==> config.mk <==
export PLATFORM = sky130hd
export DESIGN_NAME = cham_128_128_block_encrypt
export DESIGN_NICKNAME = d
export VERILOG_FILES = /design/src/hdl/chm_pkg.sv /design/src/hdl/cham_128_128_block_encrypt.sv /design/src/hdl/chm_round.sv
export SDC_FILE = /design/constraint.sdc
export NUM_CORES = 1
export LEC_CHECK = 0
export ABC_AREA = 1
export BUFFER_PORTS_ARGS = -buffer_cell sky130_fd_sc_hd__clkbuf_2
export CAP_MARGIN = 20
export CORE_MARGIN = 2
export CORE_UTILIZATION = 45
export CTS_CLUSTER_DIAMETER = 60
export DETAILED_ROUTE_END_ITERATION = 7
export PLACE_DENSITY = 0.67
export REMOVE_ABC_BUFFERS = 1
export SYNTH_ARGS = -nofsm -noshare
export SYNTH_HDL_FRONTEND = slang
export SYNTH_HIERARCHICAL = 1
export SYNTH_SLANG_ARGS = --single-unit
==> constraint.sdc <==
create_clock -name clk -period 3.5 [get_ports clk]
set_input_delay 0.525 -clock clk [delete_from_list [all_inputs] [get_ports clk]]
set_output_delay 0.525 -clock clk [all_outputs]
set_load 0.01 [all_outputs]
==> src/hdl/chm_pkg.sv <==
`default_nettype none

package chm_pkg;

  // Cipher geometry.
  localparam int WORD_W      = 32;
  localparam int KEY_WORDS   = 4;
  localparam int RK_COUNT    = 8;
  localparam int RK_IDX_W    = $clog2(RK_COUNT);
  localparam int KEY_IDX_W   = $clog2(KEY_WORDS);
  localparam int CFG_IDX_W   = 8;

  // Number of ARX rounds per block and the width of the round counter.
  localparam int ROUND_COUNT = 80;
  localparam int RND_W       = (ROUND_COUNT > 1) ? $clog2(ROUND_COUNT) : 1;

  typedef logic [WORD_W-1:0] word_t;

  // Configuration register indexes.
  localparam logic [CFG_IDX_W-1:0] REG_KEY_WORD_0 = CFG_IDX_W'(0);
  localparam logic [CFG_IDX_W-1:0] REG_KEY_WORD_3 = CFG_IDX_W'(KEY_WORDS - 1);

  // Fixed left rotations used by the key schedule and the round.
  function automatic word_t rotl1(input word_t v);
    return {v[WORD_W-2:0], v[WORD_W-1]};
  endfunction

  function automatic word_t rotl8(input word_t v);
    return {v[WORD_W-9:0], v[WORD_W-1:WORD_W-8]};
  endfunction

  function automatic word_t rotl11(input word_t v);
    return {v[WORD_W-12:0], v[WORD_W-1:WORD_W-11]};
  endfunction

  // Round key placed at the key word's own slot.
  function automatic word_t rk_low(input word_t k);
    return k ^ rotl1(k) ^ rotl8(k);
  endfunction

  // Round key placed at slot (i + 4) xor 1.
  function automatic word_t rk_high(input word_t k);
    return k ^ rotl1(k) ^ rotl11(k);
  endfunction

endpackage

`default_nettype wire

==> src/hdl/cham_128_128_block_encrypt.sv <==
// CHAM-128/128 block encryption, one round per clock.
//
// Key: write key_word_0..key_word_3 through the configuration channel
// (cfg_valid, cfg_ready, cfg_index, cfg_data). cfg_ready is always high; a
// write updates two of the eight round keys at once, and a write to an index
// past key_word_3 is dropped. Write the key only while the core is idle.
//
// Input: one block of four plaintext words is taken when in_valid and in_ready
// are both high. in_ready is high only while the core holds no block.
// Output: the four ciphertext words are held with out_valid until out_ready.
//
// Rounds: the ARX rounds run one per clock through a single round unit. The
// output register must be emptied before the next block enters, so the core
// takes no new block until the result of the last one is taken. A stalled
// receiver holds the core in its done state with the result unchanged.
//
// Reset clears the sequencer and loads the round keys of the all-zero key.
`default_nettype none

module cham_128_128_block_encrypt (
  input  wire                                   clk,
  input  wire                                   rst,
  input  wire                                   cfg_valid,
  output logic                                  cfg_ready,
  input  wire logic [chm_pkg::CFG_IDX_W-1:0]    cfg_index,
  input  wire chm_pkg::word_t                   cfg_data,
  input  wire                                   in_valid,
  output logic                                  in_ready,
  input  wire chm_pkg::word_t                   plain_word_0,
  input  wire chm_pkg::word_t                   plain_word_1,
  input  wire chm_pkg::word_t                   plain_word_2,
  input  wire chm_pkg::word_t                   plain_word_3,
  output logic                                  out_valid,
  input  wire                                   out_ready,
  output chm_pkg::word_t                        cipher_word_0,
  output chm_pkg::word_t                        cipher_word_1,
  output chm_pkg::word_t                        cipher_word_2,
  output chm_pkg::word_t                        cipher_word_3
);

  localparam logic [1:0] ST_IDLE = 2'd0;
  localparam logic [1:0] ST_RUN  = 2'd1;
  localparam logic [1:0] ST_DONE = 2'd2;

  localparam logic [chm_pkg::RND_W-1:0] RND_LAST =
    chm_pkg::RND_W'(chm_pkg::ROUND_COUNT - 1);

  logic [1:0]                  state;
  logic [chm_pkg::RND_W-1:0]   rnd;
  chm_pkg::word_t              rk [chm_pkg::RK_COUNT];
  chm_pkg::word_t              x0;
  chm_pkg::word_t              x1;
  chm_pkg::word_t              x2;
  chm_pkg::word_t              x3;
  chm_pkg::word_t              t;

  logic                              cfg_write;
  logic [chm_pkg::KEY_IDX_W-1:0]     key_idx;
  logic [chm_pkg::RK_IDX_W-1:0]      hi_slot;

  assign cfg_ready = 1'b1;
  assign in_ready  = (state == ST_IDLE);
  assign out_valid = (state == ST_DONE);

  assign cipher_word_0 = x0;
  assign cipher_word_1 = x1;
  assign cipher_word_2 = x2;
  assign cipher_word_3 = x3;

  // Key writes: only the four key word indexes touch the schedule.
  assign cfg_write = cfg_valid && (cfg_index <= chm_pkg::REG_KEY_WORD_3);
  assign key_idx   = cfg_index[chm_pkg::KEY_IDX_W-1:0];
  assign hi_slot   = {1'b1, key_idx[1], ~key_idx[0]};

  // Round key table, kept in step with the key words.
  always_ff @(posedge clk) begin
    if (rst) begin
      for (int i = 0; i < chm_pkg::RK_COUNT; i++) begin
        rk[i] <= '0;
      end
    end else if (cfg_write) begin
      rk[chm_pkg::RK_IDX_W'(key_idx)] <= chm_pkg::rk_low(cfg_data);
      rk[hi_slot]                     <= chm_pkg::rk_high(cfg_data);
    end
  end

  // Shared round unit.
  chm_round u_round (
    .x0  (x0),
    .x1  (x1),
    .rk  (rk[rnd[chm_pkg::RK_IDX_W-1:0]]),
    .rnd (rnd),
    .t   (t)
  );

  // Sequencer: load, run the rounds, hold the result until taken.
  always_ff @(posedge clk) begin
    if (rst) begin
      state <= ST_IDLE;
      rnd   <= '0;
    end else begin
      case (state)
        ST_IDLE: begin
          if (in_valid) begin
            state <= ST_RUN;
            rnd   <= '0;
          end
        end
        ST_RUN: begin
          if (rnd == RND_LAST) begin
            state <= ST_DONE;
          end
          rnd <= rnd + 1'b1;
        end
        ST_DONE: begin
          if (out_ready) begin
            state <= ST_IDLE;
          end
        end
        default: begin
          state <= ST_IDLE;
        end
      endcase
    end
  end

  // State words: loaded from the input, shifted by one word each round.
  always_ff @(posedge clk) begin
    if (state == ST_IDLE && in_valid) begin
      x0 <= plain_word_0;
      x1 <= plain_word_1;
      x2 <= plain_word_2;
      x3 <= plain_word_3;
    end else if (state == ST_RUN) begin
      x0 <= x1;
      x1 <= x2;
      x2 <= x3;
      x3 <= t;
    end
  end

  // The core never offers a result while it can take a new block.
  a_no_overlap: assert property (@(posedge clk) disable iff (rst)
    !(in_ready && out_valid))
    else $error("in_ready and out_valid high together");

  // An accepted block starts at round zero.
  a_start: assert property (@(posedge clk) disable iff (rst)
    (in_valid && in_ready) |=> (state == ST_RUN && rnd == '0))
    else $error("block did not start at round zero");

  // The last round hands the block to the output.
  a_finish: assert property (@(posedge clk) disable iff (rst)
    (state == ST_RUN && rnd == RND_LAST) |=> out_valid)
    else $error("result not offered after the last round");

  // A write of key word 0 lands in slots 0 and 5.
  a_key0: assert property (@(posedge clk) disable iff (rst)
    (cfg_valid && cfg_ready && cfg_index == chm_pkg::REG_KEY_WORD_0) |=>
      (rk[0] == chm_pkg::rk_low($past(cfg_data)) &&
       rk[5] == chm_pkg::rk_high($past(cfg_data))))
    else $error("round keys not updated from key word 0");

endmodule

`default_nettype wire

==> src/hdl/chm_round.sv <==
`default_nettype none

// One CHAM-128 ARX round: produces the new last state word.
module chm_round (
  input  wire chm_pkg::word_t            x0,
  input  wire chm_pkg::word_t            x1,
  input  wire chm_pkg::word_t            rk,
  input  wire logic [chm_pkg::RND_W-1:0] rnd,
  output chm_pkg::word_t                 t
);

  chm_pkg::word_t mix;
  chm_pkg::word_t sum;

  // Odd rounds rotate the second word by 8 and the sum by 1; even rounds swap them.
  always_comb begin
    if (rnd[0]) begin
      mix = chm_pkg::rotl8(x1) ^ rk;
    end else begin
      mix = chm_pkg::rotl1(x1) ^ rk;
    end
    sum = (x0 ^ chm_pkg::WORD_W'(rnd)) + mix;
    if (rnd[0]) begin
      t = chm_pkg::rotl1(sum);
    end else begin
      t = chm_pkg::rotl8(sum);
    end
  end

endmodule

`default_nettype wire

==> metrics <==
initial antenna violation count=2; area grow syn2layout=20.91%; Finished Layout Cells=3,631; drt wl/cell=19.24 µm; Max Cap Viol=0; CTS root buffer=clkbuf_16; CTS tree=built; post-route setup TNS=0 ps; Max Clock Skew=40.00 ps; min Tclk post-route=3357 ps; core box area=47,850 µm²; Crit path top cell by count=nand2_1; Chip Width=approximately 220 µm; Synth Area in Compound Gates=6.056%; sequential-to-total area share from yosys stat=53.75%; register clock-pin slew on the reported worst setup and hold paths=around 60 ps; Top Ports=304; first-pass GRT wire length=103,300 µm; Max IR drop VDD=0.4158 mV; final antenna-violating net count=0; Final Total Pwr=~16 mW; # fillers=4,417; vias in the first global route=18,090; htree depth=2; HPWL after detailed placement=49,270 µm; Cell Rows=80; Ys Warns=6; Seq cells post-synth=396; CP Capture Type=register; clock sinks=slightly below 400; first-iteration detailed-routing DRC count=around 1,600; Slowest cell on crit path=dfxtp_4; Least-Margin Pin Slew=between 1000 and 1500 ps; fmax=0.2979 GHz; pwr dens=610.1 nW/µm²; Mapped Area=21,900 µm²; Post-Synth Adder-Cell Area=2.034%; Post-Synthesis Mean Instance Area=8.368 µm²; synth unique cells=37; final net count=approximately 3,200; multiplexer share of the synthesized area=0%; placed insts=3,539; required time of the critical path=roughly 3800 ps; Tcrit/Tclk final=95.90%; largest family of logic cells by synthesized area=simple AND/OR/NAND/NOR gates; status=finished clean; crit-path cells=buf_12 > buf_16 > o21ai_0 > o21ai_1 > nand2_1 > nand2_1 > xor2_1 > ha_1 > buf_4 > nand2_1 > inv_1 > nand2_2 > nor3_2 > and2_1 > nand2_2 > nand2_1 > nand2_1 > nand3_1 > nand2_1 > nand2_1 > nand2_1; Leakage=12.12 nW; Final setup viols=0; Slew headroom=30.27%; most common cell after layout, fill and taps aside=nand2_1; post-synthesis xor/xnor area fraction=4.999%; maximum root-to-sink buffer count=3; total CTS buffers=44; Reg area=11,780 µm²; # port buffers=302; Clock Latency Late Sink=600 ps; Post-Synthesis Cells=around 2,600; Final Hold Fails=0; crit path kind=register to register; die height=~220 µm; Startpoint Class=register; Starting Density=a little under half; Arr. time, crit path=3690 ps; hold_ws=190.8 ps; crit-path max FO=15; CP peak stage delay=430 ps; Total Wirelength=approximately 70,000 µm; DR vias/cell=5.236; count of TritonRoute iterations in the first routing pass=5; hold crit path type=input pin to register; cts hold-fix bufs=0; DRC=0; multi-input logic area=8912 µm²; largest net degree at the start of global routing=110; RSZ-0062 raised after global routing=yes; ratio of cells with drive above 1 in the final layout=between 10% and 20%; via count=19,010; count of pins over their slew limit=0; simple-gate share of the synthesized area=approximately a quarter; total die area=50,450 µm²; gr usage total=approximately 27%; Routability Congestion=about 0.99; Overflow after GRT=0; most frequent cells in the layout=862 x nand2_1, 487 x nor2_1, 384 x edfxtp_1
-- where the power goes --
group / switching [mW] / internal (mW)
combinational: 3.40 / 2.08
sequential: 0.336 / 5.81
clock: 1.96 / 2.57
-- state kept, by name (all words and copies together) (netlist names), named ones only --
register and flops:
rk 256, cipher_word_0 32, cipher_word_1 32, cipher_word_2 32, cipher_word_3 32, rnd 7, state 2
-- layout make-up --
class / instances / area share [%]
repair buffers: 438 / 10.87
inverters: 192 / 2.755
well taps: 615 / 2.906
flip-flops and latches: 396 / 44.49
diodes: 1 / 0.009450
clock buffers: 53 / 4.286
multi-input cells: 1909 / 33.66
clock inverters: 27 / 1.025
-- metrics by stage --
stage | setup WS [ps] | cell area, µm² | utilization, %
after floorplan | -3228 | 21200 | -
after global placement | 3.081 | 24700 | 51.62
after detailed placement | -83.97 | 24700 | 51.62
after CTS | 11.91 | 26110 | 54.57
after global routing | -104.3 | 26480 | 55.34
final | 143.4 | 26480 | 55.34
-- cell usage after synthesis --
library cell  number  area (µm²)
nand2_1          885        3322
nor2_1           488        1832
edfxtp_1         384       11530
o21ai_0          204        1021
inv_1            187       701.9
xor2_1            90       788.3
nand3_1           70       350.3
clkbuf_1          44       165.2
buf_2             36       180.2
xnor2_1           35       306.5
ha_1              34       425.4
o21ai_1           28       140.1
a21oi_1           27       135.1
buf_6             24       270.3
dfxtp_1           12       240.2
buf_1              9       33.78
nand3_2            8       80.08
buf_4              7       52.55
nand2_2            7       43.79
nor2_2             6       37.54
nand4_1            5       31.28
nand3b_1           4       30.03
and2_1             3       18.77
inv_2              3       11.26
nor3_2             3       30.03
nor2_4             2       22.52
o21bai_1           2       15.01
a21o_1             1       7.510
a22oi_1            1       7.510
and2_4             1       8.760
and3_1             1       6.260
clkinv_1           1       3.750
clkinv_2           1       5.000
conb_1             1       3.750
fa_1               1       20.02
nor3_1             1       5.000
nor3_4             1       16.27
-- per-layer routing --
layer / wire length [µm] / track usage [%] / vias to the layer above
met5: 13 / 0 / -
met4: 2472 / 10.15 / 2
met2: 33700 / 45.89 / 823
met3: 5488 / 3.579 / 116
li1: - / - / 9128
met1: 28190 / 35.31 / 8943
-- logic make-up (layout without fill, tap and decap cells) --
| family | count (synthesis) | after routing |
|---|---|---|
| flip-flops | 396 | 396 |
| AO/OA/AOI/OAI | 263 | 263 |
| other | 1 | 2 |
| AND/OR/NAND/NOR | 1485 | 1485 |
| buffers and inverters | 312 | 710 |
| adder cells (fa/ha/maj) | 35 | 35 |
| XOR/XNOR | 125 | 125 |
-- what timing repair did --
item,4_1_cts,5_1_grt
setup buffers,0,7
setup endpoints to repair,4,32
resized for setup,1,68
hold endpoints to repair,0,0
pin swaps,0,16
cloned,0,4
-- path summary, 6_finish.rpt --
check | start | to | slack [ps] | cells past startpoint
max | register | cipher_word_3[0]$_DFFE_PP_ | 140 | 21
min | plain_word_3[7] | cipher_word_3[7]$_DFFE_PP_ | 190 | 3
max reg2reg | register | cipher_word_3[0]$_DFFE_PP_ | 140 | 21
min reg2reg | rnd[5]$_SDFFE_PP0P_ | rnd[5]$_SDFFE_PP0P_ | 490 | 2
-- critical path, delay by kind of cell, from the launching register on --
family / cells / cell delay (ps)
AOI/OAI and AO/OA: 2 / 320
and+or+nand+nor: 13 / 1290
buffers and inverters: 4 / 580
adders and majority gates: 1 / 370
DFF: 1 / 430
xor gates and xnor gates: 1 / 110
Note: power is estimated with default switching activity, not from simulation.
